--- src/hdl/bresenham_line_stepper_top_defines.svh ---
// Assertion macros used by the asserting file of the line stepper.
`ifndef BRESENHAM_LINE_STEPPER_TOP_DEFINES_SVH
`define BRESENHAM_LINE_STEPPER_TOP_DEFINES_SVH

// Consequent must hold in the same cycle as the antecedent.
`define BLS_ASSERT_SAME(lbl, ante, cons, msg) \
	lbl: assert property (@(posedge clk) disable iff (!arst_n) (ante) |-> (cons)) \
		else $error(msg);

// Consequent must hold in the cycle after the antecedent.
`define BLS_ASSERT_NEXT(lbl, ante, cons, msg) \
	lbl: assert property (@(posedge clk) disable iff (!arst_n) (ante) |=> (cons)) \
		else $error(msg);

`endif

--- src/hdl/bls_pkg.sv ---
package bls_pkg;

	// Glyph byte width.
	localparam int GLYPH_BITS = 8;

	// Command carried on the input side band.
	typedef enum logic {
		CMD_LOAD = 1'b0,
		CMD_STEP = 1'b1
	} cmd_t;

endpackage

--- src/hdl/bls_core.sv ---
module bls_core
	import bls_pkg::*;
#(
	parameter int COORD_BITS = 12
) (
	input  logic                  clk,
	input  logic                  arst_n,
	input  logic                  accept,
	input  cmd_t                  command,
	input  logic [COORD_BITS-1:0] row_start,
	input  logic [COORD_BITS-1:0] col_start,
	input  logic [COORD_BITS-1:0] row_end,
	input  logic [COORD_BITS-1:0] col_end,
	input  logic [GLYPH_BITS-1:0] glyph,
	output logic                  res_valid,
	output logic [COORD_BITS-1:0] res_row,
	output logic [COORD_BITS-1:0] res_col,
	output logic [GLYPH_BITS-1:0] res_glyph,
	output logic                  res_last,
	output logic                  active
);

	// Position can sit one unit outside the coordinate range after a load.
	localparam int CW = COORD_BITS + 2;
	// Doubled delta reaches 2^(COORD_BITS+1).
	localparam int DW = COORD_BITS + 2;
	localparam int EW = COORD_BITS + 4;

	logic signed [CW-1:0]   cur_col_q, cur_row_q;
	logic [COORD_BITS-1:0]  end_col_q, end_row_q;
	logic [DW-1:0]          twice_dx_q, twice_dy_q;
	logic                   col_dir_neg_q, row_dir_neg_q;
	logic signed [EW-1:0]   error_q;
	logic                   col_major_q;
	logic                   active_q;
	logic [GLYPH_BITS-1:0]  glyph_q;

	logic                   c_gt, c_lt, r_gt, r_lt;
	logic signed [CW-1:0]   cs_ext, rs_ext, ce_ext, re_ext;
	logic signed [CW-1:0]   ld_col, ld_row;
	logic [COORD_BITS-1:0]  c_abs, r_abs;
	logic [COORD_BITS:0]    ld_dx, ld_dy;
	logic [DW-1:0]          ld_tdx, ld_tdy;
	logic                   ld_major;
	logic signed [EW-1:0]   ld_err;
	logic                   ld_active;

	logic signed [CW-1:0]   col_adv, row_adv, st_col, st_row;
	logic signed [CW-1:0]   end_col_ext, end_row_ext;
	logic signed [EW-1:0]   tdx_e, tdy_e, st_err;
	logic                   err_nonneg, st_last;

	// Line setup from a load item.
	always_comb begin
		cs_ext = CW'({2'b00, col_start});
		rs_ext = CW'({2'b00, row_start});
		ce_ext = CW'({2'b00, col_end});
		re_ext = CW'({2'b00, row_end});
		c_gt   = col_end > col_start;
		c_lt   = col_end < col_start;
		r_gt   = row_end > row_start;
		r_lt   = row_end < row_start;
		// Pull each start coordinate one unit away from its end.
		ld_col = c_gt ? cs_ext - CW'(1) : (c_lt ? cs_ext + CW'(1) : cs_ext);
		ld_row = r_gt ? rs_ext - CW'(1) : (r_lt ? rs_ext + CW'(1) : rs_ext);
		c_abs  = c_gt ? col_end - col_start : col_start - col_end;
		r_abs  = r_gt ? row_end - row_start : row_start - row_end;
		ld_dx  = {1'b0, c_abs} + (COORD_BITS+1)'(c_gt | c_lt);
		ld_dy  = {1'b0, r_abs} + (COORD_BITS+1)'(r_gt | r_lt);
		ld_tdx = {ld_dx, 1'b0};
		ld_tdy = {ld_dy, 1'b0};
		ld_major = ld_tdx > ld_tdy;
		if (ld_major) begin
			ld_err    = $signed(EW'({2'b00, ld_tdy})) - $signed(EW'({3'b000, ld_dx}));
			ld_active = ld_col != ce_ext;
		end else begin
			ld_err    = $signed(EW'({2'b00, ld_tdx})) - $signed(EW'({3'b000, ld_dy}));
			ld_active = ld_row != re_ext;
		end
	end

	// One Bresenham step from the stored line state.
	always_comb begin
		col_adv     = col_dir_neg_q ? cur_col_q - CW'(1) : cur_col_q + CW'(1);
		row_adv     = row_dir_neg_q ? cur_row_q - CW'(1) : cur_row_q + CW'(1);
		end_col_ext = CW'({2'b00, end_col_q});
		end_row_ext = CW'({2'b00, end_row_q});
		tdx_e       = $signed(EW'({2'b00, twice_dx_q}));
		tdy_e       = $signed(EW'({2'b00, twice_dy_q}));
		err_nonneg  = !error_q[EW-1];
		if (col_major_q) begin
			st_col  = col_adv;
			st_row  = err_nonneg ? row_adv : cur_row_q;
			st_err  = error_q - (err_nonneg ? tdx_e : '0) + tdy_e;
			st_last = col_adv == end_col_ext;
		end else begin
			st_row  = row_adv;
			st_col  = err_nonneg ? col_adv : cur_col_q;
			st_err  = error_q - (err_nonneg ? tdy_e : '0) + tdx_e;
			st_last = row_adv == end_row_ext;
		end
	end

	assign res_valid = accept && (command == CMD_STEP) && active_q;
	assign res_row   = st_row[COORD_BITS-1:0];
	assign res_col   = st_col[COORD_BITS-1:0];
	assign res_glyph = glyph_q;
	assign res_last  = st_last;
	assign active    = active_q;

	// Line state: a load replaces it, a step on an active line advances it.
	always_ff @(posedge clk or negedge arst_n) begin
		if (!arst_n) begin
			cur_col_q     <= '0;
			cur_row_q     <= '0;
			end_col_q     <= '0;
			end_row_q     <= '0;
			twice_dx_q    <= '0;
			twice_dy_q    <= '0;
			col_dir_neg_q <= 1'b0;
			row_dir_neg_q <= 1'b0;
			error_q       <= '0;
			col_major_q   <= 1'b0;
			active_q      <= 1'b0;
			glyph_q       <= '0;
		end else if (accept) begin
			if (command == CMD_LOAD) begin
				cur_col_q     <= ld_col;
				cur_row_q     <= ld_row;
				end_col_q     <= col_end;
				end_row_q     <= row_end;
				twice_dx_q    <= ld_tdx;
				twice_dy_q    <= ld_tdy;
				col_dir_neg_q <= c_lt;
				row_dir_neg_q <= r_lt;
				error_q       <= ld_err;
				col_major_q   <= ld_major;
				active_q      <= ld_active;
				glyph_q       <= glyph;
			end else if (active_q) begin
				cur_col_q <= st_col;
				cur_row_q <= st_row;
				error_q   <= st_err;
				active_q  <= !st_last;
			end
		end
	end

endmodule

--- src/hdl/bls_out_skid.sv ---
module bls_out_skid #(
	parameter int W = 33
) (
	input  logic         clk,
	input  logic         arst_n,
	input  logic         push,
	input  logic [W-1:0] push_data,
	output logic         full,
	output logic         out_valid,
	input  logic         out_ready,
	output logic [W-1:0] out_data
);

	logic         main_valid_q, skid_valid_q;
	logic [W-1:0] main_data_q, skid_data_q;
	logic         pop;

	assign pop       = main_valid_q && out_ready;
	assign full      = skid_valid_q;
	assign out_valid = main_valid_q;
	assign out_data  = main_data_q;

	// Valid flags: the skid entry only fills when the main entry is stalled.
	always_ff @(posedge clk or negedge arst_n) begin
		if (!arst_n) begin
			main_valid_q <= 1'b0;
			skid_valid_q <= 1'b0;
		end else if (skid_valid_q) begin
			if (pop) begin
				skid_valid_q <= 1'b0;
			end
		end else if (!main_valid_q || pop) begin
			main_valid_q <= push;
		end else if (push) begin
			skid_valid_q <= 1'b1;
		end
	end

	// Payload moves with the flags and needs no reset.
	always_ff @(posedge clk) begin
		if (skid_valid_q) begin
			if (pop) begin
				main_data_q <= skid_data_q;
			end
		end else if (!main_valid_q || pop) begin
			main_data_q <= push_data;
		end else if (push) begin
			skid_data_q <= push_data;
		end
	end

endmodule

--- src/hdl/bresenham_line_stepper_top.sv ---
// Bresenham line stepper.
// Input stream (s_*): one item per handshake. s_tuser is the command:
// load latches start and end row/column plus a glyph byte and emits
// nothing; step advances one unit along the major axis and emits one
// point while a line is active. A step with no active line, or a load
// whose start equals its end, gives no output item.
// Output stream (m_*): row, column and glyph in m_tdata, m_tlast high on
// the end point of the line.
// Each accepted step's point is registered in the output buffer before it
// is shown on m_tvalid. Throughput is one item per cycle while s_tready is
// high: the step is one add, compare and subtract on the stored line state.
// A two-entry output buffer lets the block take one more item while a
// point waits; s_tready falls only when both entries are held by a
// stalled receiver and rises again as soon as m_tready takes one.
// Reset (arst_n low) clears the line state and empties the output buffer;
// no line is active afterwards.
module bresenham_line_stepper_top
	import bls_pkg::*;
#(
	parameter int COORD_BITS = 12
) (
	input  logic                  clk,
	input  logic                  arst_n,
	input  logic                  s_tvalid,
	output logic                  s_tready,
	// row_start, col_start, row_end, col_end, glyph; zero padded to bytes
	input  logic [((4*COORD_BITS+GLYPH_BITS+7)/8)*8-1:0] s_tdata,
	// command
	input  logic                  s_tuser,
	output logic                  m_tvalid,
	input  logic                  m_tready,
	// point_row, point_col, point_glyph; zero padded to bytes
	output logic [((2*COORD_BITS+GLYPH_BITS+7)/8)*8-1:0] m_tdata,
	output logic                  m_tlast
);

	localparam int OUT_W  = ((2*COORD_BITS+GLYPH_BITS+7)/8)*8;
	localparam int PAY_W  = 2*COORD_BITS + GLYPH_BITS;
	localparam int BUF_W  = PAY_W + 1;

	logic                  s_accept;
	cmd_t                  command;
	logic                  res_valid, res_last, line_active, buf_full;
	logic [COORD_BITS-1:0] res_row, res_col;
	logic [GLYPH_BITS-1:0] res_glyph;
	logic [BUF_W-1:0]      buf_out;

	assign s_accept = s_tvalid && s_tready;
	assign command  = cmd_t'(s_tuser);
	assign s_tready = !buf_full;

	// Line state and step arithmetic.
	bls_core #(
		.COORD_BITS(COORD_BITS)
	) u_core (
		.clk       (clk),
		.arst_n    (arst_n),
		.accept    (s_accept),
		.command   (command),
		.row_start (s_tdata[COORD_BITS-1:0]),
		.col_start (s_tdata[2*COORD_BITS-1:COORD_BITS]),
		.row_end   (s_tdata[3*COORD_BITS-1:2*COORD_BITS]),
		.col_end   (s_tdata[4*COORD_BITS-1:3*COORD_BITS]),
		.glyph     (s_tdata[4*COORD_BITS+GLYPH_BITS-1:4*COORD_BITS]),
		.res_valid (res_valid),
		.res_row   (res_row),
		.res_col   (res_col),
		.res_glyph (res_glyph),
		.res_last  (res_last),
		.active    (line_active)
	);

	// Registered output with one skid entry.
	bls_out_skid #(
		.W(BUF_W)
	) u_out (
		.clk       (clk),
		.arst_n    (arst_n),
		.push      (res_valid),
		.push_data ({res_last, res_glyph, res_col, res_row}),
		.full      (buf_full),
		.out_valid (m_tvalid),
		.out_ready (m_tready),
		.out_data  (buf_out)
	);

	assign m_tdata = OUT_W'(buf_out[PAY_W-1:0]);
	assign m_tlast = buf_out[PAY_W];

	`include "bresenham_line_stepper_top_defines.svh"

	// A point is produced only by an accepted step.
	`BLS_ASSERT_SAME(a_point_from_step, res_valid, s_accept && (command == CMD_STEP), "point without an accepted step")
	// The line is finished right after its end point.
	`BLS_ASSERT_NEXT(a_end_clears_line, res_valid && res_last, !line_active, "line still active after its end point")
	// Back pressure only while a point is waiting at the output.
	`BLS_ASSERT_SAME(a_stall_has_output, !s_tready, m_tvalid, "input stalled with an empty output")
	// A load never produces a point.
	`BLS_ASSERT_SAME(a_load_silent, s_accept && (command == CMD_LOAD), !res_valid, "load produced a point")

endmodule
--- config.mk ---
export PLATFORM = sky130hd
export DESIGN_NAME = bresenham_line_stepper_top
export DESIGN_NICKNAME = d
export VERILOG_FILES = /design/src/hdl/bls_pkg.sv /design/src/hdl/bls_core.sv /design/src/hdl/bls_out_skid.sv /design/src/hdl/bresenham_line_stepper_top.sv
export VERILOG_INCLUDE_DIRS = /design/src /design/src/hdl
export SDC_FILE = /design/constraint.sdc
export NUM_CORES = 1
export LEC_CHECK = 0
export BUFFER_PORTS_ARGS = -buffer_cell sky130_fd_sc_hd__buf_2
export CORE_ASPECT_RATIO = 0.5
export CORE_MARGIN = 1
export CORE_UTILIZATION = 59
export DETAILED_ROUTE_END_ITERATION = 8
export PLACE_DENSITY_LB_ADDON = 0.05
export SLEW_MARGIN = 10
export SYNTH_ARGS = -nofsm -noshare
export SYNTH_HDL_FRONTEND = slang
export SYNTH_SLANG_ARGS = --single-unit
--- constraint.sdc ---
create_clock -name clk -period 5.22 [get_ports clk]
set_input_delay 0 -clock clk [delete_from_list [all_inputs] [get_ports clk]]
set_output_delay 0 -clock clk [all_outputs]
set_load 0.03 [all_outputs]
==> run summary <==
status - finished with violations
failing checks - DRC
antenna-violating nets left - 0
vias in the first global route - 15100
clock skew - 14.4 ps
Final period util - 98.3%
largest net degree at the start of global routing - 66
H-tree depth reported by CTS - 4
reg2reg end - u_core.error_q[15]
drt wl/cell - 22.0 um
largest family of logic cells by synthesized area - compound AO/OA/AOI/OAI gates
initial antenna violation count - 3
worst slew pin tran - 1190 ps
max_slew headroom - 20.4%
#FFs+latches synth - 173
P_sw - 5.81 mW
share of cells above drive strength 1 - 17.8%
total gr overflow - 0
syn avg cell area - 8.48 um2
Max rail drop VDD - 0.684 mV
Finished Core Util - 71.3%
Post-layout nets - 2316
root buf cell - clkbuf_16
DR iter-0 viols - 1799
Synth Instances - 1875
critical path fanouts, max - 23
fmax - 195 MHz
Die Height - 118 um
clock network power share - 11.8%
Post-Synth XOR/XNOR Area - 10.7%
CTS clk-pin slew, worst paths - 80 ps
Initial Utilization - 60.2%
Fillers - 1998
I/O Pins - 96
worst r2r path cells - 19
post-DP HPWL - 41100 um
MaxCap Viol Count - 0
Compound-Gate Fraction of Synth Area - 18.6%
row cnt - 42
Main synth FF type - dfrtp_1
final setup margin - 90.0 ps
Final Wtd Congestion - 0.950
CP endpoint kind - flop
asr flop ratio synth - 61.8%
critical path class - in2reg
Setup TNS Final - 0 ps
DRC viols - 6
Simple-Gate Fraction of Synth Area - 16.9%
Area Overhead vs Synth - 18.5%
multiplexer share of the synthesized area - 3.23%
final slew viol count - 0
Adder-Cell Fraction of Synth Area - 14.7%
CTS buffer count - 17
Synthesized Nets - 2095
Syn. warnings - 0
Post-synth EDFFs - 66
Clock Sink Count - 173
WP data arrival - 5480 ps
Critical Path Sink - u_core.error_q[4]
Switching Share - 49.9%
r2r setup slk - 260 ps
post-DR vias/cell - 6.33
type of origin of the critical path - input port
Setup Viol. Count Final - 0
fin crit period - 5130 ps
drt pass-1 iters - 9
Cells on Worst Hold Path - 3
Placement Setup Slack - -142 ps
Leakage - 8.60 nW
internal power - 5.85 mW
Sequential Power Share - 19.2%
FF+latch area - 4660 um2
DIE AREA - 27600 um2
Syn Std Cell Area - 15900 um2
PwrDens - 619 nW/um2
Placeable Area - 26400 um2
RSZ-0062 raised after global routing - true
Port-buffer cells - 95
Gate power share - 69.0%
post-synthesis sequential area ratio - 29.3%
maximum buffer depth of the clock tree - 2
drt total wl - 54300 um
worst hold path type - in2reg
Synth cell types - 99
first-pass GRT wire length - 84600 um
Worst Path Required - 5570 ps
Vias - 15600
Worst-Skew Late Latency - 460 ps
CTS tree - done
GR Util All Layers - 40.0%
Die X-Extent - 234 um
area of the multi-input gates - 10500 um2
worst reg2reg startpoint - u_core.error_q[15]
final hold violation count - 0
Critical Path Start - s_tdata[39]
[Yosys cell counts (20+ instances only)]
library cell | n | area share (%)
xnor2_1 | 135 | 7.4
nand3_1 | 44 | 1.4
a21o_1 | 24 | 1.1
nand2_1 | 249 | 5.9
inv_1 | 201 | 4.7
o22ai_1 | 20 | 0.79
nor3_1 | 31 | 0.98
fa_1 | 36 | 4.5
nand4_1 | 21 | 0.83
dfrtp_1 | 107 | 17
ha_1 | 123 | 9.7
o21ai_0 | 143 | 4.5
xor2_1 | 47 | 2.6
mux2_2 | 33 | 2.3
clkbuf_1 | 46 | 1.1
edfxtp_1 | 66 | 12
a21oi_1 | 114 | 3.6
nor2_1 | 108 | 2.5
[per-stage QoR]
stage	power, mW	hold WS (ps)	instance area (um2)	std cells
CTS	11.3	10.2	18500	2450
floorplan	7.64	-296	15900	1875
global route	12.4	21.9	18800	2461
detailed placement	9.79	49.7	17600	2384
global placement	9.41	29.1	17600	2384
finish	11.7	22.5	18800	2466
[layer usage]
| layer | routed length [um] | part of all wire, % | vias to the layer above | global-route usage [%] |
|---|---|---|---|---|
| met2 | 23400 | 43 | 957 | 58.8 |
| met1 | 23500 | 43 | 7546 | 57.7 |
| met4 | 1420 | 2.6 | 0 | 12.1 |
| met3 | 5980 | 11 | 149 | 9.79 |
| li1 | - | - | 6968 | - |
| met5 | 0 | 0 | - | 0 |
[area by class of cell]
type,count,share of cell area [%]
clock inverter,15,1.10
clock buffer,17,2.26
multi-input combinational,1434,55.5
sequential,173,24.7
tap,352,2.34
inverter,203,4.04
antenna,5,0.0664
timing repair buffer,267,9.99
[repair_timing]
action,in CTS,in global routing
endpoints found under the hold margin,78,0
setup endpoints to repair,0,17
setup buffers,0,10
hold buffers,34,0
resized for setup,0,42
[worst max-delay path, stage by stage]
cell           delay (ps)
dlygate4sd3_1         530
buf_2                 140
ha_1                  290
buf_4                 190
nand3_1               150
a21oi_4               320
o21a_4                210
o21ai_0               130
a21bo_2               260
a2111oi_4             480
nor2b_4               250
xnor2_2               170
inv_2                  90
ha_1                  330
nand4_1               120
or4_4                 540
nor4_2                220
o21ai_1               100
o311a_1               150
buf_12                180
or3b_1                370
a32o_1                250
[power by group through the flow]
stage                     clock network (mW)  registers [mW]  logic, mW
after global routing                    1.43            2.27       8.70
after detailed placement                   0            2.24       7.54
final                                   1.38            2.24       8.04
after global placement                     0            2.22       7.19
after CTS                               1.37            2.22       7.68
after floorplan                            0            2.42       5.23
[cells by family after synthesis]
group | after synthesis
adder cells (fa/ha/maj) | 167
AND/OR/NAND/NOR | 570
XOR/XNOR | 188
flip-flops | 173
multiplexers | 47
AO/OA/AOI/OAI | 461
buffers and inverters | 269
[how the worst min path moves through the flow]
| stage | from | end | slack [ps] |
|---|---|---|---|
| after floorplan | arst_n | u_core.active | -300 |
| after global placement | arst_n | u_core.res_glyph[2] | 30 |
| after detailed placement | arst_n | u_core.cur_row_q[9] | 50 |
| after CTS | s_tdata[43] | u_core.end_col_q[7] | 10 |
| after global routing | s_tdata[43] | u_core.end_col_q[7] | 20 |
| final | s_tdata[43] | u_core.end_col_q[7] | 20 |
[state kept, by name, indices dropped and copies added, names as in the netlist, 8 cells and up]
signal	cells
u_out.out_data	33
u_core.cur_col_q	14
u_core.twice_dx_q	13
u_core.end_col_q	12
u_core.res_glyph	8
u_core.twice_dy_q	13
u_out.skid_data_q	33
u_core.cur_row_q	14
u_core.error_q	15
u_core.end_row_q	12
[cell usage in the layout, fill, tap and decap left out, drive strengths merged, types with 36 or more instances in the layout]
cell type / Yosys / layout
nor2: 110 / 110
inv: 203 / 210
fa: 36 / 36
xor2: 49 / 49
o21ai: 150 / 150
edfxtp: 66 / 66
ha: 123 / 123
a21oi: 116 / 116
buf: 20 / 232
nand3: 44 / 44
xnor2: 137 / 137
nand2: 250 / 250
dfrtp: 107 / 107
(Power assumes the default switching activity.)
